### src/hdl/cia_pkg.sv
// Shared types and constants for the checked integer ALU.
package cia_pkg;

	localparam int unsigned DataW = 32;

	typedef enum logic [2:0] {
		KIND_ADD = 3'd0,
		KIND_SUB = 3'd1,
		KIND_MUL = 3'd2,
		KIND_DIV = 3'd3,
		KIND_NEG = 3'd4
	} kind_t;

	typedef struct packed {
		logic [2:0]              kind;
		logic                    err;
		logic [DataW-1:0]        fast;
		logic signed [2*DataW-1:0] prod;
		logic [DataW-1:0]        rem;
		logic [DataW-1:0]        quo;
		logic [DataW-1:0]        dvs;
		logic                    qneg;
	} work_t;

endpackage

### src/hdl/cia_div_stage.sv
// One restoring-division step: one quotient bit per stage.
module cia_div_stage (
	input  logic           clk,
	input  logic           arst_n,
	input  logic           in_valid,
	output logic           in_ready,
	input  cia_pkg::work_t in_work,
	output logic           out_valid,
	input  logic           out_ready,
	output cia_pkg::work_t out_work
);
	import cia_pkg::*;

	logic        valid_s1;
	work_t       work_s1;
	work_t       work_d;
	logic [32:0] trial;

	assign trial = {in_work.rem, in_work.quo[31]} - {1'b0, in_work.dvs};

	always_comb begin
		work_d = in_work;
		if (!trial[32]) begin
			work_d.rem = trial[31:0];
			work_d.quo = {in_work.quo[30:0], 1'b1};
		end else begin
			work_d.rem = {in_work.rem[30:0], in_work.quo[31]};
			work_d.quo = {in_work.quo[30:0], 1'b0};
		end
	end

	assign in_ready = !valid_s1 || out_ready;

	always_ff @(posedge clk or negedge arst_n) begin
		if (!arst_n) begin
			valid_s1 <= 1'b0;
		end else if (in_ready) begin
			valid_s1 <= in_valid;
		end
	end

	always_ff @(posedge clk) begin
		if (in_ready && in_valid) begin
			work_s1 <= work_d;
		end
	end

	assign out_valid = valid_s1;
	assign out_work  = work_s1;
endmodule

### config.mk
export PLATFORM = sky130hd
export DESIGN_NAME = cia_div_stage
export DESIGN_NICKNAME = d
export VERILOG_FILES = /design/src/hdl/cia_pkg.sv /design/src/hdl/cia_div_stage.sv
export SDC_FILE = /design/constraint.sdc
export NUM_CORES = 1
export LEC_CHECK = 0
export BUFFER_PORTS_ARGS = -buffer_cell sky130_fd_sc_hd__clkbuf_2
export CAP_MARGIN = 20
export CORE_MARGIN = 10
export CORE_UTILIZATION = 35
export CTS_CLUSTER_SIZE = 8
export DETAILED_ROUTE_END_ITERATION = 6
export HOLD_SLACK_MARGIN = 0.06
export PLACE_DENSITY = 0.65
export SYNTH_ARGS = -nofsm -noshare
export SYNTH_HDL_FRONTEND = slang
export SYNTH_SLANG_ARGS = --single-unit
### constraint.sdc
create_clock -name clk -period 9.07 [get_ports clk]
set_clock_uncertainty 0.2 [all_clocks]
set_input_delay 0.907 -clock clk [delete_from_list [all_inputs] [get_ports clk]]
set_output_delay 0.907 -clock clk [all_outputs]
set_load 0.01 [all_outputs]
Yosys cells after proc, flatten, opt, wreduce, memory -nomap -nowiden:

Cells that the tools add are included.
W data, S select, Z words.

* reductions and logical operators: 3
* mux-type cells: 1
* add/subtract/negate cells: 1

Operator list (count)
* $mux W64: 1
* $sub A33 B32 Y33: 1
* $logic_and A1 B1 Y1: 1
* $logic_not A1 Y1: 1
* $logic_or A1 B1 Y1: 1

* output and inout bits: 199
* input bits: 201
* flip-flop bits (word level): 198
* logic and storage cells: 14

Logic depth before layout (Yosys ltp):

* word-level depth: 3
* mapped depth: 13
* depth with buffers taken out: 12

Worst setup path before layout:

OpenSTA, ideal clock, no wires.

* path type: input-to-reg
* start: input port out_ready
* end: register work_s1 (netlist bit out_work[0]), enable pin
* path slack: 2669 ps
* arrival time: 5619 ps
* buffers on the path: 0
* cell stages on the path: 2
* setup time: 582 ps
* required time: 8288 ps
* cell sequence: nand2b_1 > and2_1

* longest elaborated chain between the ends: 2

RTL lines
* from (decl): RTL line cia_div_stage.sv:9 `input logic out_ready,`
* $logic_or A1 B1 Y1: RTL line cia_div_stage.sv:32 `assign in_ready = !valid_s1 || out_ready;`
* $logic_and A1 B1 Y1: RTL line cia_div_stage.sv:43 `if (in_ready && in_valid) begin`
* to (signal assigned): RTL line cia_div_stage.sv:44 `work_s1 <= work_d;`
* to (decl): RTL line cia_div_stage.sv:15 `work_t work_s1;`

Every way passes these cells.
A chain may end at the register's enable or synchronous reset.

==> parameters.txt <==
Parameter                              Value

Global route
  Wire length of the first global-routing pass ... 40100 microns
  Pin count of the biggest net entering global routing ... 76
  Initial antenna violation count ... 2
  Number of global-route vias before repair ... 6101
  Global-route congestion overflow total ... 0
  Combined global-route utilization of all metal layers ... 17.6%

Critical path
  Arrival time at the worst endpoint ... 4.22 ns
  Delay contributed by the slowest stage of the critical path ... 0.65 ns
  Startpoint type of the worst setup path ... input pin
  Critical-path cell list ... clkbuf_2 -> inv_1 -> ha_1 -> a21oi_2 -> o211ai_1 -> a221o_1 -> a211o_1 -> o21a_1 -> o211ai_4 -> inv_2 -> mux2_4
  Standard cell with the maximum stage delay on the critical path ... o211ai_4
  Highest net fanout along the worst path ... 28
  Category of the worst setup path capture point ... register
  Worst Path Required ... 9.05 ns
  Kind of critical path ... in2reg
  Worst reg2reg path depth ... 3

Route
  Final routed DRC violation total ... 0
  Routed len/inst ... 21.8 microns
  Number of DRC markers in iteration 0 ... 477
  Remaining antenna violation count ... 0
  DR vias ... 6071
  Final WL ... 28300 microns
  Avg Vias per Cell ... 4.67
  Detailed-router iteration count before antenna repair ... 5

Clocking
  Maximum level of the CTS H-tree ... 4
  Clock slew seen by the registers of the worst setup and hold paths ... 0.09 ns
  TritonCTS buffer count ... 17
  Number of setup buffers added after CTS ... 0
  Clock tree from TritonCTS ... done
  Max Root-Sink Buffers ... 2
  Hold bufs inserted after CTS ... 1
  Clock root buffer master ... clkbuf_16
  Post-cts repair resize count ... 0
  Clock latency reported for the late side of the worst-skew pair ... 0.44 ns
  Clock sinks ... 198

Floorplanning
  Core area ... 23500 sq um
  Top-Level Pins ... 400
  Horiz. Die Dim ... 175 microns
  Std cell rows ... 56
  DIE HEIGHT ... 175 microns
  Area of the die ... 30600 sq um
  Initial cell density of the core ... 35.7%

Logic synthesis
  Syn_nets ... 795
  Netlist area before placement ... 8410 sq um
  Number of warning messages in the yosys log ... 0
  Proportion of synthesized chip area in sequential cells ... 70.6%
  Number of unique standard cell types used by synthesis ... 50
  Async S/R FF share, synth ... 0.505%
  Number of synthesized flops with an enable pin ... 197
  #FFs+latches synth ... 198
  Post-Syn Instances ... 561
  Post-Syn Area per Cell ... 15.0 sq um
  Most instantiated flip-flop cell in the synthesis netlist ... edfxtp_1

Placement
  Port buffer count ... 399
  Instance count after placement with tap cells included ... 1266
  Final GP Congestion ... 0.912
  Post-DP HPWL ... 23100 microns
  Dpl cell area ... 10700 sq um

Min path
  Worst hold path stage count ... 2
  Worst hold path type ... reg2reg

Status
  Run status ... finished, final reports clean

Timing
  Final hold violation count ... 0
  Worst-case headroom to the max-slew limit ... 35.0%
  Post-route clock period utilization ... 46.8%
  Sum of negative setup slack ... 0 ns
  Final worst path period need ... 4.24 ns
  Final setup violation count ... 0
  Tightest Pin Transition ... 0.974 ns
  Max frequency ... 0.236 GHz
  Number of max-slew violations in the final report ... 0
  RSZ-0062 raised after global routing ... no
  Min Hold Slack ... 0.379 ns

Cells and area
  Cell area after layout ... 11400 sq um
  Fraction of final layout cells with drive strength greater than 1 ... 46.6%
  Count of placed standard cells in the final layout, fillers left out ... 1300
  Most common cell after layout, fill and taps aside ... clkbuf_2
  Most frequent cells in the layout ... clkbuf_2 (399), edfxtp_1 (197), nand2_1 (44)
  Layout Area Growth over Synthesis ... 35.2%
  Number of nets in the final layout ... 1201

Power and ir drop
  Peak supply drop ... 0.142 mV
  Total power after layout ... 2.25 mW
  P per Cell Area ... 198 nW/um^2
  Static power due to leakage ... 5.11 nW

Run
  Maximum Capacitance Violations ... 0
==> synthesized netlist by cell type (all sizes together) (9+ instances only) <==
| cell type | instances | share of area, % |
|---|---|---|
| xor2 | 10 | 1.0 |
| inv | 42 | 1.9 |
| xnor2 | 14 | 1.5 |
| o211ai | 9 | 0.97 |
| nor2 | 16 | 0.71 |
| nand3 | 11 | 0.65 |
| a21oi | 36 | 2.3 |
| nand2 | 44 | 2.0 |
| a21o | 15 | 1.3 |
| edfxtp | 197 | 70 |
| o21ai | 24 | 1.4 |
| ha | 32 | 4.8 |
| clkbuf | 11 | 0.49 |
| mux2 | 18 | 3.2 |
==> where the power goes <==
part,internal [mW],switching (mW)
registers,1.08,0.0140
clock network,0.381,0.400
logic,0.157,0.215
==> cell families after synthesis <==
| group | synth area share [%] |
|---|---|
| AOI/OAI and AO/OA | 9.47 |
| DFF | 70.6 |
| adders and majority gates | 5.00 |
| muxes | 3.21 |
| buffers and inverters | 2.83 |
| xor gates and xnor gates | 2.50 |
| and+or+nand+nor | 6.38 |
==> critical path, delay by kind of cell <==
family / cells / cell delay [ns]
AOI/OAI and AO/OA: 6 / 1.85
adders and majority gates: 1 / 0.39
muxes: 1 / 0.42
buffers and inverters: 3 / 0.62
==> per-layer routing <==
layer	global-route usage [%]	vias to the layer above	wire length, microns
li1	-	2930	-
met1	18.5	2880	10400
met2	32.2	231	15200
met3	6.10	28	2170
met4	5.19	2	590
met5	0	-	13
==> area by class of cell <==
class,count,area (sq um)
Antenna cell,1,2.50
Clock buffer,17,425
Clock inverter,15,193
Fill cell,2186,12200
Inverter,42,158
Multi-Input combinational cell,306,2240
Sequential cell,198,5940
Tap cell,319,399
Timing Repair Buffer,402,2020
==> worst paths after layout <==
check	slack [ns]	from	end
max	4.83	in_work[14]	out_work[87]
max reg2reg	6.43	out_valid	out_work[93]
min in group asynchronous	0.57	arst_n	out_valid
min reg2reg	0.38	out_valid	out_valid
max in group asynchronous	8.02	arst_n	out_valid
min	0.38	out_valid	out_valid
==> flip-flops by register name, summed over array words and instances (netlist names) <==
register and flops:
out_work 197, out_valid 1
==> per-stage QoR <==
| step | util, % | worst slack (ns) |
|---|---|---|
| after floorplan | - | 2.67 |
| after global placement | 45.6 | 4.44 |
| after detailed placement | 45.6 | 4.36 |
| after CTS | 48.3 | 4.80 |
| after global routing | 48.3 | 4.63 |
| final | 48.3 | 4.83 |
Power figures use the tool's default switching activity.
