<file path="config.mk">
export PLATFORM = sky130hd
export DESIGN_NAME = cia_front
export DESIGN_NICKNAME = d
export VERILOG_FILES = /design/src/hdl/cia_pkg.sv /design/src/hdl/cia_front.sv
export SDC_FILE = /design/constraint.sdc
export NUM_CORES = 2
export LEC_CHECK = 0
export ABC_CLOCK_PERIOD_IN_PS = 4740
export BUFFER_PORTS_ARGS = -buffer_cell sky130_fd_sc_hd__buf_2
export CORE_ASPECT_RATIO = 1.1
export CORE_MARGIN = 3
export CORE_UTILIZATION = 45
export CTS_CLUSTER_SIZE = 14
export DETAILED_ROUTE_END_ITERATION = 10
export GPL_ROUTABILITY_DRIVEN = 0
export PLACE_DENSITY = 0.62
export SYNTH_ARGS = -nofsm -noshare
export SYNTH_HDL_FRONTEND = slang
export SYNTH_SLANG_ARGS = --single-unit
</file>
<file path="constraint.sdc">
create_clock -name clk -period 4.74 [get_ports clk]
set_input_delay 0.237 -clock clk [delete_from_list [all_inputs] [get_ports clk]]
set_output_delay 0.237 -clock clk [all_outputs]
set_load 0.01 [all_outputs]
</file>
<file path="src/hdl/cia_pkg.sv">
// Shared types and constants for the checked integer ALU.
package cia_pkg;

	localparam int unsigned DataW = 32;

	typedef enum logic [2:0] {
		KIND_ADD = 3'd0,
		KIND_SUB = 3'd1,
		KIND_MUL = 3'd2,
		KIND_DIV = 3'd3,
		KIND_NEG = 3'd4
	} kind_t;

	typedef struct packed {
		logic [2:0]              kind;
		logic                    err;
		logic [DataW-1:0]        fast;
		logic signed [2*DataW-1:0] prod;
		logic [DataW-1:0]        rem;
		logic [DataW-1:0]        quo;
		logic [DataW-1:0]        dvs;
		logic                    qneg;
	} work_t;

endpackage

</file>
<file path="src/hdl/cia_front.sv">
// Entry stage: add, subtract, negate, multiply and divider setup.
module cia_front (
	input  logic                clk,
	input  logic                arst_n,
	input  logic                in_valid,
	output logic                in_ready,
	input  logic [2:0]          kind,
	input  logic signed [31:0]  operand_a,
	input  logic signed [31:0]  operand_b,
	output logic                out_valid,
	input  logic                out_ready,
	output cia_pkg::work_t      out_work
);
	import cia_pkg::*;

	logic        valid_s1;
	work_t       work_s1;
	work_t       work_d;
	logic [32:0] sum, diff, neg;

	assign sum  = {operand_a[31], operand_a} + {operand_b[31], operand_b};
	assign diff = {operand_a[31], operand_a} - {operand_b[31], operand_b};
	assign neg  = 33'd0 - {operand_a[31], operand_a};

	always_comb begin
		work_d      = '0;
		work_d.kind = kind;
		work_d.prod = operand_a * operand_b;
		work_d.quo  = operand_a[31] ? 32'd0 - operand_a : operand_a;
		work_d.dvs  = operand_b[31] ? 32'd0 - operand_b : operand_b;
		work_d.rem  = '0;
		work_d.qneg = operand_a[31] ^ operand_b[31];
		case (kind)
			KIND_ADD: begin
				work_d.fast = sum[31:0];
				work_d.err  = sum[32] != sum[31];
			end
			KIND_SUB: begin
				work_d.fast = diff[31:0];
				work_d.err  = diff[32] != diff[31];
			end
			KIND_NEG: begin
				work_d.fast = neg[31:0];
				work_d.err  = neg[32] != neg[31];
			end
			KIND_MUL: work_d.err = 1'b0;
			KIND_DIV: work_d.err = operand_b == 32'sd0;
			default:  work_d.err = 1'b1;
		endcase
	end

	assign in_ready = !valid_s1 || out_ready;

	always_ff @(posedge clk or negedge arst_n) begin
		if (!arst_n) begin
			valid_s1 <= 1'b0;
		end else if (in_ready) begin
			valid_s1 <= in_valid;
		end
	end

	always_ff @(posedge clk) begin
		if (in_ready && in_valid) begin
			work_s1 <= work_d;
		end
	end

	assign out_valid = valid_s1;
	assign out_work  = work_s1;
endmodule

</file>
# Word-level counts from Yosys, hierarchy flattened
# Cells that the tools add are included.
# totals
ff_bits,166
in_bits,71
out_inout_bits,199
wordCells,33
# op_classes
n_addsub,5
mul,1
n_eq_ne,7
mux,4
bitwise_logic,1
reduce_logical,5
# ops
operator,count
32-bit case mux with 3 select lines,1
32-bit by 32-bit multiplier with 64-bit output,1
1-bit by 32-bit subtractor with 32-bit output (first input constant),2
31-bit two-way mux,2
32-bit by 32-bit adder with 33-bit output,1
1-bit by 32-bit subtractor with 33-bit output (first input constant),1
32-bit by 32-bit subtractor with 33-bit output,1
32-bit logical NOT,1
3-bit by 2-bit == test with 1-bit output (second input constant),2
1-bit case mux with 5 select lines,1
3-bit by 1-bit == test with 1-bit output (second input constant),1
3-bit == test (second input constant),1
3-bit logical NOT,1
1-bit inequality test,3
1-bit logical AND,1
1-bit logical NOT,1
1-bit logical OR,1
1-bit bitwise XOR,1

# Depth between registers and ports, before layout
# depth
ltp_word,3
mapped_depth,30
mapped_depth_nobuf,28

# Worst setup path after synthesis
# Ideal clock, no wire load.
# synth_path
path_kind,input to register
startpoint,input operand_a[31]
endpoint,register work_s1 (netlist bit out_work[154]) (data pin)
setup_time_ns,0.259
arrival_ns,7.728
slack_ns,-3.246
path_stages,27
n_path_buf,3
path_cell_list,clkbuf_1 -> clkbuf_1 -> nand2_1 -> inv_1 -> fa_1 -> inv_1 -> fa_1 -> inv_1 -> fa_1 -> fa_1 -> inv_1 -> fa_1 -> inv_1 -> fa_1 -> fa_1 -> fa_1 -> ha_1 -> clkbuf_1 -> a21oi_1 -> o21ai_0 -> a21o_1 -> a221o_1 -> a21oi_1 -> o31ai_1 -> a221o_1 -> a21oi_1 -> xnor2_1
# synth_lines
item,line_no,rtl
from (decl),cia_front.sv:8,"input logic signed [31:0] operand_a,"
to (signal assigned),cia_front.sv:64,work_s1 <= work_d;
to (decl),cia_front.sv:17,work_t work_s1;

==> flow_metrics.py <==
metrics = {
    "global_route": {
        "track_usage_pct": 28.4,
        "antenna_found_initial": 5,
        "grt_max_degree": 95,
        "grt_pass1_vias": 39339,
        "grt_pass1_wl_mm": 230,
        "grt_overflow": 0,
    },
    "drt": {
        "ant_nets": 0,
        "wl_per_cell_um": 21.0,
        "initialDrtViolationCount": 2369,
        "wl_mm": 146,
        "remaining_drc_errors": 0,
        "first_pass_iters": 6,
        "via_per_inst": 5.20,
        "via_count": 36045,
    },
    "min_path": {
        "worstHoldStart": "operand_b[0]",
        "hold_end": "out_work[1]$_DFFE_PP_",
        "holdPathStages": 2,
        "hp-class": "input pin to flop",
    },
    "worst_setup_path": {
        "worst_r2r_endpoint": "out_work[140]$_DFFE_PP_",
        "rr_startpoint": "out_valid$_DFFE_PN0N_",
        "path_class": "input pin to flop",
        "critPathCaptureType": "flop",
        "cp.arrival_ns": 7.48,
        "critPathMaxFanout": 5,
        "ff2ff_setup_slack_ns": 3.15,
        "required_ns": 5.04,
        "r2r_cells": 3,
        "critPathLaunchType": "input pin",
    },
    "clock_network": {
        "cts_buffer_depth": 2,
        "insertion_delay_ns": 0.55,
        "cts_tree": "done",
        "clock_tree.root_cell": "clkbuf_16",
        "cts_buffers": 17,
        "htree_levels": 4,
        "path_clk_slew_ns": 0.10,
        "cts_num_sinks": 166,
    },
    "yosys": {
        "synth_fa_ha_area_share_pct": 53.7,
        "avgSynthCellArea_um2": 9.54,
        "synth_common_cells": "fa_1 (1084), inv_1 (1046), nand2_1 (567), and2_1 (448), ha_1 (251)",
        "synthFlopType": "edfxtp_1",
        "synthArstFlopShare_pct": 0.602,
        "netlist_area_mm2": 0.0462,
        "seq_area_frac_synth_pct": 10.8,
        "ys_seq_elements": 166,
        "synthSimpleGateAreaFrac_pct": 14.4,
        "synth_top_area_share_pct": 46.9,
        "synth.area.mux_share_pct": 0.133,
        "synth_xor_area_share_pct": 3.60,
        "synth.most_common_cell": "fa_1",
        "synth_top_cells_by_area": "fa_1 (47%), edfxtp_1 (11%), inv_1 (8.5%), ha_1 (6.8%), and2_1 (6.1%)",
        "ys_warn_count": 0,
        "synth-compound-area-share_pct": 6.07,
        "ys_types": 77,
        "synth_top_family_by_area": "adder cells",
        "synth_top_cell_by_area": "fa_1",
        "syn-instance-count": 4849,
        "synth_edf_count": 165,
    },
    "timing": {
        "fin_crit_ns": 7.18,
        "hold_ws_ns": 0.0656,
        "finClkSkew_ns": 0.0238,
        "setup_viol": 55,
        "tightestPinTransition_ns": 1.01,
        "drv_slew": 0,
        "fmax_mhz": 139,
        "setup_ws_ns": -2.44,
        "rsz0062_at_grt": "yes",
        "fin_crit_sh_pct": 151,
        "hold_viol": 0,
        "max_slew_margin_pct": 32.5,
    },
    "final_layout": {
        "stdcell_area_mm2": 0.0570,
        "final_core_utilization_pct": 56.3,
        "nets": 6952,
        "drive_gt1_share_pct": 23.5,
        "area_growth_pct": 23.2,
    },
    "job": {
        "max_cap_viol_count": 0,
    },
    "placed_design": {
        "place_hpwl_mm": 120,
        "dpl_cell_area_mm2": 0.0537,
        "io_buffers": 237,
    },
    "floorplan": {
        "io_pins": 270,
        "die_h_um": 342,
        "die_area_mm2": 0.107,
        "fp.dieW_um": 312,
        "fp.coreArea_mm2": 0.101,
        "initial_core_util_pct": 45.7,
        "placementRows": 122,
    },
    "status": {
        "status": "finished with violations",
        "violations": "setup timing",
    },
}
-- cells in the final DEF (no fill, tap or decap), types with 18 or more instances in the layout --
master and n:
nor3_1 26, fa_1 1017, buf_12 47, inv_2 26
nand2b_1 26, and2_4 25, clkbuf_16 19, buf_4 588
conb_1 32, nand3_1 21, fa_2 67, o21bai_1 21
inv_1 1017, buf_2 196, and2_1 423, nor2_1 157
ha_1 210, buf_8 19, a21oi_2 24, a21o_1 53
xor2_1 38, o21ai_0 65, a21oi_1 84, ha_4 36
buf_6 90, o22ai_1 31, xnor2_1 134, edfxtp_1 165
o31ai_1 18, nand2_1 547
-- critical path: stages --
cell,delay [ns]
buf_16,0.13
buf_8,0.13
buf_8,0.11
buf_8,0.11
and2_4,0.15
fa_1,0.51
inv_2,0.04
fa_1,0.51
inv_2,0.04
fa_1,0.55
fa_2,0.47
fa_1,0.56
fa_1,0.58
fa_1,0.46
fa_1,0.60
ha_4,0.23
nand4_1,0.24
buf_4,0.17
o22ai_2,0.09
a31oi_4,0.32
o21ai_4,0.14
a41oi_2,0.23
buf_6,0.16
nor4_4,0.04
or3_4,0.37
o221ai_2,0.18
xnor2_1,0.09
-- sequential cells by signal (all words and copies together) (netlist names) --
| signal | flops |
|---|---|
| out_valid | 1 |
| out_work | 165 |
-- per-layer routing --
metal  track usage (%)  wire length [um]  up-vias  share of wire [%]
met1              34.7             54800    18495                 38
met3              4.54              9640      362                6.6
met2              49.1             72400     1367                 50
li1                  -                 -    15819                  -
met4              13.7              8780        2                6.0
met5                 0                14        -             0.0096
-- stage by stage --
stage | TNS (ns) | setup WS (ns) | instances
global placement | -136.06 | -3.57 | 6815
global route | -98.72 | -2.61 | 6924
floorplan | -87.66 | -2.76 | 4880
finish | -90.23 | -2.44 | 6927
CTS | -89.03 | -2.47 | 6898
detailed placement | -139.18 | -3.62 | 6815
-- cell families after synthesis --
| family | Yosys count |
|---|---|
| other | 1 |
| and+or+nand+nor | 1358 |
| adders and majority gates | 1335 |
| AOI/OAI and AO/OA | 437 |
| muxes | 6 |
| xor gates and xnor gates | 190 |
| buffers and inverters | 1356 |
| DFF | 166 |
-- cell type report --
cell class	count	area [um2]
Inverter	1048	3950
Clock buffer	17	425
Fill cell	8904	44200
Clock inverter	15	218
Multi-Input combinational cell	3358	37800
Sequential cell	166	4980
Antenna cell	4	10.0
Timing Repair Buffer	955	7860
Tap cell	1364	1710
-- how the worst max path moves through the flow --
stage / cells after the start / start / slack [ns] / end
floorplan: 25 / operand_a[31] / -2.76 / out_work[154]$_DFFE_PP_
global placement: 30 / operand_b[2] / -3.57 / out_work[158]$_DFFE_PP_
detailed placement: 30 / operand_b[2] / -3.62 / out_work[158]$_DFFE_PP_
CTS: 26 / operand_a[9] / -2.47 / out_work[160]$_DFFE_PP_
global route: 28 / operand_a[10] / -2.61 / out_work[160]$_DFFE_PP_
finish: 27 / operand_a[10] / -2.44 / out_work[160]$_DFFE_PP_
-- what timing repair did --
action,4_1_cts,5_1_grt
endpoints found under the setup margin,55,55
hold buffers,6,0
gates cloned,3,2
hold endpoints to repair,4,0
pin swaps,139,156
buffers inserted,58,35
resized for setup,293,158
Power is not shown: default switching activity piles up to over one toggle a cycle in this logic, so the estimate is an artifact.
