### config.mk
export PLATFORM = sky130hd
export DESIGN_NAME = cia_back
export DESIGN_NICKNAME = d
export VERILOG_FILES = /design/src/hdl/cia_pkg.sv /design/src/hdl/cia_back.sv
export SDC_FILE = /design/constraint.sdc
export NUM_CORES = 1
export LEC_CHECK = 0
export BUFFER_PORTS_ARGS = -buffer_cell sky130_fd_sc_hd__buf_2
export CAP_MARGIN = 20
export CORE_AREA = 2 2 91 93
export CTS_CLUSTER_DIAMETER = 150
export DETAILED_ROUTE_END_ITERATION = 10
export DIE_AREA = 0 0 93 95
export PLACE_DENSITY = 0.85
export SKIP_LAST_GASP = 1
export SLEW_MARGIN = 20
export SYNTH_ARGS = -nofsm -noshare
export SYNTH_HDL_FRONTEND = slang
export SYNTH_SLANG_ARGS = --single-unit
export TNS_END_PERCENT = 1
### constraint.sdc
create_clock -name clk -period 1.9 [get_ports clk]
set_input_delay 0.19 -clock clk [delete_from_list [all_inputs] [get_ports clk]]
set_output_delay 0.19 -clock clk [all_outputs]
set_load 0.005 [all_outputs]
### src/hdl/cia_pkg.sv
// Shared types and constants for the checked integer ALU.
package cia_pkg;

	localparam int unsigned DataW = 32;

	typedef enum logic [2:0] {
		KIND_ADD = 3'd0,
		KIND_SUB = 3'd1,
		KIND_MUL = 3'd2,
		KIND_DIV = 3'd3,
		KIND_NEG = 3'd4
	} kind_t;

	typedef struct packed {
		logic [2:0]              kind;
		logic                    err;
		logic [DataW-1:0]        fast;
		logic signed [2*DataW-1:0] prod;
		logic [DataW-1:0]        rem;
		logic [DataW-1:0]        quo;
		logic [DataW-1:0]        dvs;
		logic                    qneg;
	} work_t;

endpackage

### src/hdl/cia_back.sv
// Final stage: sign fixup, overflow checks and output register.
module cia_back (
	input  logic               clk,
	input  logic               arst_n,
	input  logic               in_valid,
	output logic               in_ready,
	input  cia_pkg::work_t     in_work,
	output logic               out_valid,
	input  logic               out_ready,
	output logic signed [31:0] result,
	output logic               error
);
	import cia_pkg::*;

	logic        valid_s1;
	logic [31:0] result_s1;
	logic        error_s1;
	logic [31:0] value;
	logic        err;
	logic [31:0] qs;

	assign qs = in_work.qneg ? 32'd0 - in_work.quo : in_work.quo;

	always_comb begin
		value = in_work.fast;
		err   = in_work.err;
		case (in_work.kind)
			KIND_MUL: begin
				value = in_work.prod[31:0];
				err   = !(&in_work.prod[63:31] || ~|in_work.prod[63:31]);
			end
			KIND_DIV: begin
				value = qs;
				err   = in_work.err || (!in_work.qneg && in_work.quo[31]);
			end
			default: ;
		endcase
	end

	assign in_ready = !valid_s1 || out_ready;

	always_ff @(posedge clk or negedge arst_n) begin
		if (!arst_n) begin
			valid_s1 <= 1'b0;
		end else if (in_ready) begin
			valid_s1 <= in_valid;
		end
	end

	always_ff @(posedge clk) begin
		if (in_ready && in_valid) begin
			result_s1 <= err ? 32'd0 : value;
			error_s1  <= err;
		end
	end

	assign out_valid = valid_s1;
	assign result    = result_s1;
	assign error     = error_s1;
endmodule

After elaboration in Yosys (flattened, before gate mapping). Index checks and enable logic that the tools add are counted.

Bits in registers: 34. Memories: 0. Memory bits (read-only): 0. Memory bits (writable): 0. Latch bits: 0. Logic and storage cells: 20. Bits of input ports: 201.

Divide/modulo/power cells: 0. Equal/unequal tests: 2. Muxes and demuxes: 3. Shift operators: 0. Reduce and logical (&&, ||, !) cells: 11. $mul: 0. $lt $le $gt $ge: 0. $add $sub $neg: 1. Bitwise operators: 0.

Operators by type and width (count): one-hot mux 32 bit (2 select lines) (1); AND reduction 33 bit (1); OR reduction 33 bit (1); 2-to-1 mux 32 bit (1); subtractor 1 x 32 -> 32 bit (first input constant) (1); == test 3 x 2 -> 1 bit (second input constant) (2); zero test 1 bit (4); logical OR 1 bit (3); logical AND 1 bit (2); one-hot mux 1 bit (2 select lines) (1).

Depth between registers and ports, before layout. Gate-level depths: netlist of the first run.

Depth in word-level cells: 5. Gate-level depth with buffers: 9.

Worst setup path after synthesis of the first run. Ideal clock, no wire load.

Path kind: in2reg. From: in in_work[33] (netlist name). To: reg result_s1[30], in the netlist result[30], data pin. Setup time: 0.152 ns. Path slack: -0.503 ns. Arrival: 2.251 ns. Stages: 9. Data required time: 1.748 ns. Path through: inv_1 > ha_1 > or3b_2 > clkbuf_1 > or4_4 > buf_6 > nor3_1 > mux2_1 > a31oi_1.

Word-level cells in the longest chain between the ends: 3.

Ends and longest elaborated chain: start: declaration (line cia_back.sv:7) `input cia_pkg::work_t in_work,`; subtractor 1 x 32 -> 32 bit (line cia_back.sv:22) `assign qs = in_work.qneg ? 32'd0 - in_work.quo : in_work.quo;`; 2-to-1 mux 32 bit (line cia_back.sv:22); one-hot mux 32 bit (2 select lines) (line cia_back.sv:27) `case (in_work.kind)`; end signal: assignment (line cia_back.sv:52) `result_s1 <= err ? 32'd0 : value;`; end: declaration (line cia_back.sv:16) `logic [31:0] result_s1;`.

Every way passes these cells. A chain may end at the register's enable or synchronous reset.

Worst setup path after layout of the first run.
From: in in_work[40] (netlist name). To: reg result_s1[28], in the netlist result[28], data pin.

Same word-level chain as after synthesis.

==> results of run 1 <==
cells in the mapped netlist (all sizes together) (3+ instances only):
| cell | number | area [um^2] |
|---|---|---|
| a211oi | 6 | 45.0 |
| a21o | 6 | 45.0 |
| a21oi | 36 | 180 |
| a31oi | 13 | 81.3 |
| buf | 5 | 36.3 |
| clkbuf | 22 | 83.8 |
| edfxtp | 33 | 991 |
| inv | 3 | 11.3 |
| mux2 | 5 | 56.3 |
| mux2i | 3 | 30.0 |
| nand2 | 20 | 75.1 |
| nand2b | 4 | 25.0 |
| nand3 | 10 | 50.1 |
| nand3b | 11 | 82.6 |
| nand4 | 11 | 68.8 |
| nor2 | 14 | 52.6 |
| nor2b | 3 | 18.8 |
| nor3 | 3 | 20.0 |
| nor3b | 18 | 135 |
| nor4 | 16 | 119 |
| o21ai | 14 | 70.1 |
| o31ai | 8 | 70.1 |
| o41ai | 5 | 51.3 |
| or3 | 16 | 100 |
| or4 | 5 | 45.0 |
| xnor2 | 6 | 52.6 |
| xor2 | 9 | 78.8 |
registers in the layout (all words and copies together), names as in the netlist:
signal / cells
error: 1
out_valid: 1
result: 32
layer usage:
layer | vias up | track usage, % | share of wire (%)
met5 | - | 0 | 0
met1 | 1622 | 25.1 | 38
met4 | 0 | 9.93 | 1.9
met2 | 176 | 39.6 | 51
met3 | 18 | 3.67 | 8.2
li1 | 1648 | - | -
layout make-up:
class	instances	area (um^2)
fillers	748	3640
multi-input cells	257	1780
repair buffers	218	1260
flip-flops and latches	34	1020
well taps	105	131
clock buffers	6	72.6
inverters	3	13.8
clock inverters	2	8.76
power by group:
part | switching (mW) | total (mW) | internal [mW]
sequential | 0.0150 | 0.904 | 0.889
clock | 0.255 | 0.507 | 0.252
combinational | 0.324 | 0.631 | 0.306
critical path: stages:
cell and delay [ns]:
buf_6 0.10, or4_4 0.56, or4_4 0.59, buf_4 0.19, o41ai_4 0.24, nand3_1 0.16
a31oi_1 0.20
through the flow:
step	TNS, ns	instances	utilization [%]	setup slack [ns]	power [mW]
detailed placement	-7.55	612	51.2	-0.518	1.52
global route	-2.89	625	54.1	-0.222	2.14
CTS	-2.19	623	53.5	-0.192	2.03
floorplan	-4.35	320	-	-0.449	1.17
finish	-1.85	625	54.1	-0.190	2.04
global placement	-6.60	612	51.2	-0.457	1.50
what timing repair did:
| action | in CTS | in global routing |
|---|---|---|
| resized for setup | 9 | 5 |
| cloned | 1 | 0 |
| pin swaps | 7 | 8 |
| hold buffers | 1 | 0 |
| setup endpoints to repair | 17 | 18 |
| setup buffers | 1 | 2 |
| endpoints found under the hold margin | 1 | 0 |
cells by family (layout without fill, tap and decap cells):
kind of cell | Yosys count | count (layout) | synth area share [%]
muxes | 8 | 8 | 3.06
adders and majority gates | 1 | 1 | 0.444
xor gates and xnor gates | 15 | 15 | 4.66
AOI/OAI and AO/OA | 93 | 93 | 20.9
buffers and inverters | 30 | 229 | 4.66
DFF | 34 | 34 | 36.0
and+or+nand+nor | 139 | 140 | 30.2
worst min-delay path by stage:
stage,start,endpoint,slack [ns],cells after the start
after global routing,in_valid,out_valid$_DFFE_PN0N_,0.11,2
after floorplan,arst_n,out_valid$_DFFE_PN0N_,-0.11,0
after detailed placement,arst_n,out_valid$_DFFE_PN0N_,-0.03,1
final,in_valid,out_valid$_DFFE_PN0N_,0.11,2
after global placement,arst_n,out_valid$_DFFE_PN0N_,-0.03,1
after CTS,in_valid,out_valid$_DFFE_PN0N_,0.10,2
==> flow_summary.yaml, run 1 <==
die:
  ios: 236
  die_w_um: 93
  die-area_mm2: 0.00884
  num_rows: 33
  core_mm2: 0.00793
  die_h_um: 95
  start_util_pct: 35.6
setup_path:
  crit_path_end: "result[28]$_SDFFCE_PP0P_"
  end_kind: "flip-flop"
  worstSetupPathType: "in2reg"
  r2r_end: "result[13]$_SDFFCE_PP0P_"
  cp.required_ns: 2.03
  rr_startpoint: "out_valid$_DFFE_PN0N_"
  startpoint_type: "primary input"
  worstPathArrival_ns: 2.22
  rr_worst_depth: 3
  cp_max_fo: 5
  startpoint: "in_work[40]"
  ff2ff_setup_slack_ns: 0.54
finish:
  final_common_cell: "buf_2"
  antenna_cells: 0
  finalNetCount: 721
  final_cell_mix: "buf_2 (169), buf_4 (43), a21oi_1 (36)"
  syn_to_final_growth_pct: 52.1
  drive_above_1_share_pct: 48.5
  finalInstanceArea_mm2: 0.00429
yosys:
  syn_avg_cell_area_um2: 8.81
  ys_ff_latch: 34
  postSynth.asyncResetShare_pct: 2.94
  syn_inst: 320
  syn_nets: 522
  synth.distinct_cells: 49
  synthFlopType: "edfxtp_1"
  yosys_warnings: 0
  synth_edf_count: 33
  syn-cell-area_mm2: 0.00282
  synth_seq_area_share_pct: 36.0
cts:
  worstSkewPairLatency_ns: 0.28
  htreeDepth: 2
  cts_buffers: 5
  cts_tree: "yes"
  clock_sinks: 34
  root_buffer: "clkbuf_8"
  clock_path_buffers: 2
  clk_pin_slew_ns: 0.07
global_routing:
  grt_overflow: 0
  grt_first_pass_wirelength_mm: 15.3
  antenna_found_initial: 0
  grt_max_degree: 34
  track_usage_pct: 21.8
  grt_pass1_vias: 3373
worst_hold_path:
  hp-class: "in2reg"
drt:
  routed_wl_mm: 10.3
  dr.pass1.iters: 4
  vias: 3464
  drc: 0
  drt_iter0_markers: 212
  wl_per_cell_um: 16.5
  vias_per_cell: 5.54
  ant_nets: 0
sta:
  period_needed_ns: 2.09
  worst_clock_skew_ns: 0.00566
  fin_crit_sh_pct: 110
  rsz0062_at_grt: "true"
  maxSlewHeadroom_pct: 66.7
  slew_viol_final: 0
  finalHoldViolations: 0
  hold_ws_ns: 0.110
  worst_pin_slew_ns: 0.496
  setup_violations: 18
  timing.final.ws_setup_ns: -0.190
  clock.fmax_mhz: 479
placement:
  io_buffers: 171
  dpl.hpwl_mm: 7.86
  gp_congestion: 0.841
  postPlaceCellArea_mm2: 0.00406
outcome:
  status: "finished, violations left"
  violations: "negative setup slack"
power:
  power.leakage_nw: 1.75
  vdd_drop_max_uv: 239
  p_per_area_mw_per_mm2: 476
flow_run:
  drv_cap: 0
Note: power is estimated with default switching activity, not from simulation.
==> run 2, diff against run 1 <==
--- a/config.mk
+++ b/config.mk
@@ -12,6 +12,7 @@
 export DETAILED_ROUTE_END_ITERATION = 10
 export DIE_AREA = 0 0 93 95
 export PLACE_DENSITY = 0.85
+export RECOVER_POWER = 25
 export SKIP_LAST_GASP = 1
 export SLEW_MARGIN = 20
 export SYNTH_ARGS = -nofsm -noshare
==> flow_summary.yaml, run 2 (synthesis results as in run 1) <==
outcome:
  violations: "negative setup slack"
  status: "finished, violations left"
setup_path:
  end_kind: "flip-flop"
  cp_max_fo: 5
  crit_path_end: "result[28]$_SDFFCE_PP0P_"
  rr_worst_depth: 3
  cp.required_ns: 2.03
  startpoint: "in_work[40]"
  worstSetupPathType: "in2reg"
  worstPathArrival_ns: 2.22
  r2r_end: "result[13]$_SDFFCE_PP0P_"
  ff2ff_setup_slack_ns: 0.53
  startpoint_type: "primary input"
  rr_startpoint: "out_valid$_DFFE_PN0N_"
cts:
  htreeDepth: 2
  clk_pin_slew_ns: 0.07
  root_buffer: "clkbuf_8"
  clock_path_buffers: 2
  cts_tree: "yes"
  worstSkewPairLatency_ns: 0.28
  clock_sinks: 34
  cts_buffers: 5
global_routing:
  grt_pass1_vias: 3373
  grt_first_pass_wirelength_mm: 15.3
  grt_max_degree: 34
  grt_overflow: 0
  track_usage_pct: 21.8
  antenna_found_initial: 0
sta:
  slew_viol_final: 0
  setup_violations: 18
  rsz0062_at_grt: "true"
  timing.final.ws_setup_ns: -0.184
  fin_crit_sh_pct: 110
  hold_ws_ns: 0.110
  clock.fmax_mhz: 480
  finalHoldViolations: 0
  setup_tns_ns: -1.81
  maxSlewHeadroom_pct: 66.7
  period_needed_ns: 2.08
  worst_pin_slew_ns: 0.495
  worst_clock_skew_ns: 0.00753
die:
  die_h_um: 95
  die-area_mm2: 0.00884
  num_rows: 33
  core_mm2: 0.00793
  ios: 236
  die_w_um: 93
  start_util_pct: 35.6
finish:
  final_common_cell: "buf_2"
  syn_to_final_growth_pct: 51.6
  finalInstanceArea_mm2: 0.00427
  finalNetCount: 721
  largest_register_ffs: 32
  drive_above_1_share_pct: 46.3
  antenna_cells: 0
  final_cell_mix: "buf_2 (158), buf_4 (43), a21oi_1 (36)"
power:
  vdd_drop_max_uv: 239
  power.leakage_nw: 1.72
  p_per_area_mw_per_mm2: 478
worst_hold_path:
  hp-class: "in2reg"
placement:
  dpl.hpwl_mm: 7.86
  io_buffers: 171
  post-place-ws_ns: -0.518
  postPlaceCellArea_mm2: 0.00406
  gp_congestion: 0.841
drt:
  ant_nets: 0
  wl_per_cell_um: 16.4
  vias_per_cell: 5.55
  drt_iter0_markers: 216
  drc: 0
  routed_wl_mm: 10.3
  dr.pass1.iters: 4
  vias: 3470
flow_run:
  drv_cap: 0
==> run 2: layout make-up <==
| class | instances | area (um^2) |
|---|---|---|
| fill | 751 | 3650 |
| multi-input combinational | 257 | 1780 |
| timing repair buffer | 218 | 1250 |
| sequential | 34 | 1020 |
| tap | 105 | 131 |
| clock buffer | 6 | 72.6 |
| inverter | 3 | 13.8 |
| clock inverter | 2 | 8.76 |
==> run 2: through the flow <==
stage          power, mW  instances  util [%]
6_report            2.04        625      53.9
3_5_place_dp        1.52        612      51.2
2_1_floorplan       1.17        320         -
5_1_grt             2.13        625      53.9
4_1_cts             2.03        623      53.5
3_3_place_gp        1.50        612      51.2
==> run 2: timing repair <==
action | in CTS | in global routing
resized for setup | 9 | 5
buffers inserted | 1 | 2
hold endpoints to repair | 1 | 0
setup endpoints to repair | 17 | 18
hold buffers | 1 | 0
cloned | 1 | 0
pin swaps | 7 | 8
==> run 2: worst max-delay path, stage by stage <==
cell and delay (ns):
buf_6 0.10, or4_4 0.56, or4_4 0.59, buf_4 0.19, o41ai_4 0.24, nand3_1 0.16, a31oi_1 0.19
==> run 2: worst min-delay path by stage <==
stage                     slack (ns)  depth (start not counted)      from                     to
final                           0.11                          2  in_valid  out_valid$_DFFE_PN0N_
after global routing            0.11                          2  in_valid  out_valid$_DFFE_PN0N_
after CTS                       0.10                          2  in_valid  out_valid$_DFFE_PN0N_
after detailed placement       -0.03                          1    arst_n  out_valid$_DFFE_PN0N_
after global placement         -0.03                          1    arst_n  out_valid$_DFFE_PN0N_
after floorplan                -0.11                          0    arst_n  out_valid$_DFFE_PN0N_
==> run 2: power breakdown <==
group          internal, mW  switching, mW  total (mW)
combinational         0.302          0.323       0.626
clock                 0.252          0.258       0.510
sequential            0.889         0.0155       0.905
total                  1.44          0.597        2.04
==> run 2: per-layer routing <==
layer	GRT usage, %	up-vias	wire [um]
li1	-	1648	-
met4	9.93	0	197
met2	39.6	180	5320
met3	3.67	18	883
met1	25.1	1624	3860
met5	0	-	0
==> run 3, diff against run 2 <==
==> constraint.sdc (replaced) <==
create_clock -name clk -period 1.9 [get_ports clk]
set_input_delay 0.57 -clock clk [delete_from_list [all_inputs] [get_ports clk]]
set_output_delay 0.57 -clock clk [all_outputs]
set_load 0.005 [all_outputs]
==> flow_summary.yaml, run 3 (synthesis results as in run 1) <==
finish:
  nFillCells: 717
  drive_above_1_share_pct: 50.4
  finalNetCount: 735
  final_common_cell: "buf_2"
  seqCellArea_mm2: 0.00102
  multi_input_area_mm2: 0.00178
  antenna_cells: 0
  layoutNonFillerInstCount: 639
  syn_to_final_growth_pct: 56.5
  largest_register_ffs: 32
  final_cell_mix: "buf_2 (169), buf_4 (55), a21oi_1 (35)"
  fin_util_pct: 55.7
cts:
  root_buffer: "clkbuf_8"
  clock_sinks: 34
  hold_buffers: 0
  cts_tree: "yes"
  worstSkewPairLatency_ns: 0.29
  htreeDepth: 2
  clk_pin_slew_ns: 0.06
  clock_path_buffers: 2
  cts_buffers: 5
sta:
  worst_pin_slew_ns: 0.849
  rsz0062_at_grt: "true"
  fin_crit_sh_pct: 130
  worst_clock_skew_ns: 0.00869
  clock.fmax_mhz: 404
  slew_viol_final: 0
  finalHoldViolations: 0
  period_needed_ns: 2.48
  setup_violations: 28
  maxSlewHeadroom_pct: 43.4
  timing.final.ws_setup_ns: -0.578
power:
  p_per_area_mw_per_mm2: 479
  power_mw: 2.11
  power.leakage_nw: 1.85
  vdd_drop_max_uv: 233
setup_path:
  r2r_end: "result[28]$_SDFFCE_PP0P_"
  rr_worst_depth: 3
  worstPathArrival_ns: 2.50
  cp.required_ns: 1.92
  worstPathCellList: "buf_6, or4_4, or4_4, buf_6, o41ai_4, or3_1, a31oi_2"
  critPathSlowestCell: "or4_4"
  rr_startpoint: "out_valid$_DFFE_PN0N_"
  crit_family: "simple AND/OR/NAND/NOR gates"
  cp_max_fo: 5
  startpoint_type: "primary input"
  path_buf_inv: 2
  worstSetupPathType: "in2reg"
  ff2ff_setup_slack_ns: 0.24
  cp_slowest_stage_delay_ns: 0.60
  end_kind: "flip-flop"
outcome:
  violations: "negative setup slack"
  status: "finished, violations left"
drt:
  wl_per_cell_um: 15.8
  vias: 3503
  dr.pass1.iters: 5
  ant_nets: 0
  routed_wl_mm: 10.1
  drt_iter0_markers: 286
  vias_per_cell: 5.48
  drc: 0
global_routing:
  grt_max_degree: 34
  grt_first_pass_wirelength_mm: 15.3
  antenna_found_initial: 0
  grt_overflow: 0
  track_usage_pct: 22.0
  grt_pass1_vias: 3307
placement:
  dp.cells: 628
  dpl.hpwl_mm: 7.91
  post-place-ws_ns: -0.912
  io_buffers: 171
  gp_congestion: 0.818
die:
  start_util_pct: 35.6
  ios: 236
  die_h_um: 95
  die_w_um: 93
  core_mm2: 0.00793
  num_rows: 33
  die-area_mm2: 0.00884
worst_hold_path:
  hp-class: "in2async"
flow_run:
  drv_cap: 0
-- run 3: cell types whose count changed in the layout (fill, tap and decap cells not counted), moves of 2 or more --
cell / delta
clkbuf_1: -9
buf_4: +12
o31ai_4: -2
buf_6: +3
o31ai_2: +2
buf_2: +11
nor4_2: -2
-- run 3: worst register-to-register path, stage by stage (launching register included) --
cell      delay (ns)
dfrtp_1         0.38
nand2b_1        0.11
and2_1          0.14
clkbuf_2        0.66
-- run 3: how the worst max path moves through the flow --
| stage | slack, ns | from | to | cells past startpoint |
|---|---|---|---|---|
| global route | -0.62 | in_work[40] | result[29]$_SDFFCE_PP0P_ | 7 |
| floorplan | -0.83 | in_work[39] | result[26]$_SDFFCE_PP0P_ | 7 |
| CTS | -0.57 | in_work[38] | result[21]$_SDFFCE_PP0P_ | 6 |
| detailed placement | -0.91 | in_work[36] | result[25]$_SDFFCE_PP0P_ | 6 |
| global placement | -0.84 | in_work[36] | result[25]$_SDFFCE_PP0P_ | 6 |
| finish | -0.58 | in_work[40] | result[28]$_SDFFCE_PP0P_ | 7 |
-- run 3: layout make-up --
class / instances / share of cell area [%]
multi-input combinational: 256 / 40.4
timing repair buffer: 233 / 31.3
sequential: 34 / 23.0
tap: 105 / 2.98
clock buffer: 8 / 2.04
inverter: 3 / 0.312
-- run 3: timing repair --
action	in CTS	in global routing
pin swaps	6	6
resized for setup	10	8
setup buffers	3	0
setup endpoints to repair	29	33
-- run 3: metrics by stage --
stage / area [um^2] / setup TNS [ns] / hold slack (ns)
after CTS: 4380 / -9.51 / 0.0423
after global placement: 4210 / -18.09 / 0.345
after detailed placement: 4210 / -19.30 / 0.348
final: 4410 / -9.80 / 0.0506
after floorplan: 2860 / -14.09 / 0.274
after global routing: 4410 / -12.14 / 0.0389
-- run 3: where the power goes --
part | internal [mW] | leakage, nW | switching, mW
logic | 0.326 | 1.47 | 0.327
clock network | 0.296 | 0.0455 | 0.258
registers | 0.890 | 0.335 | 0.0158
-- run 3: metal layers --
| layer | global-route usage [%] | vias up | routed length (um) |
|---|---|---|---|
| met5 | 0 | - | 0 |
| li1 | - | 1672 | - |
| met1 | 26.7 | 1592 | 3980 |
| met2 | 39.8 | 203 | 5050 |
| met3 | 2.63 | 36 | 750 |
| met4 | 8.70 | 0 | 310 |
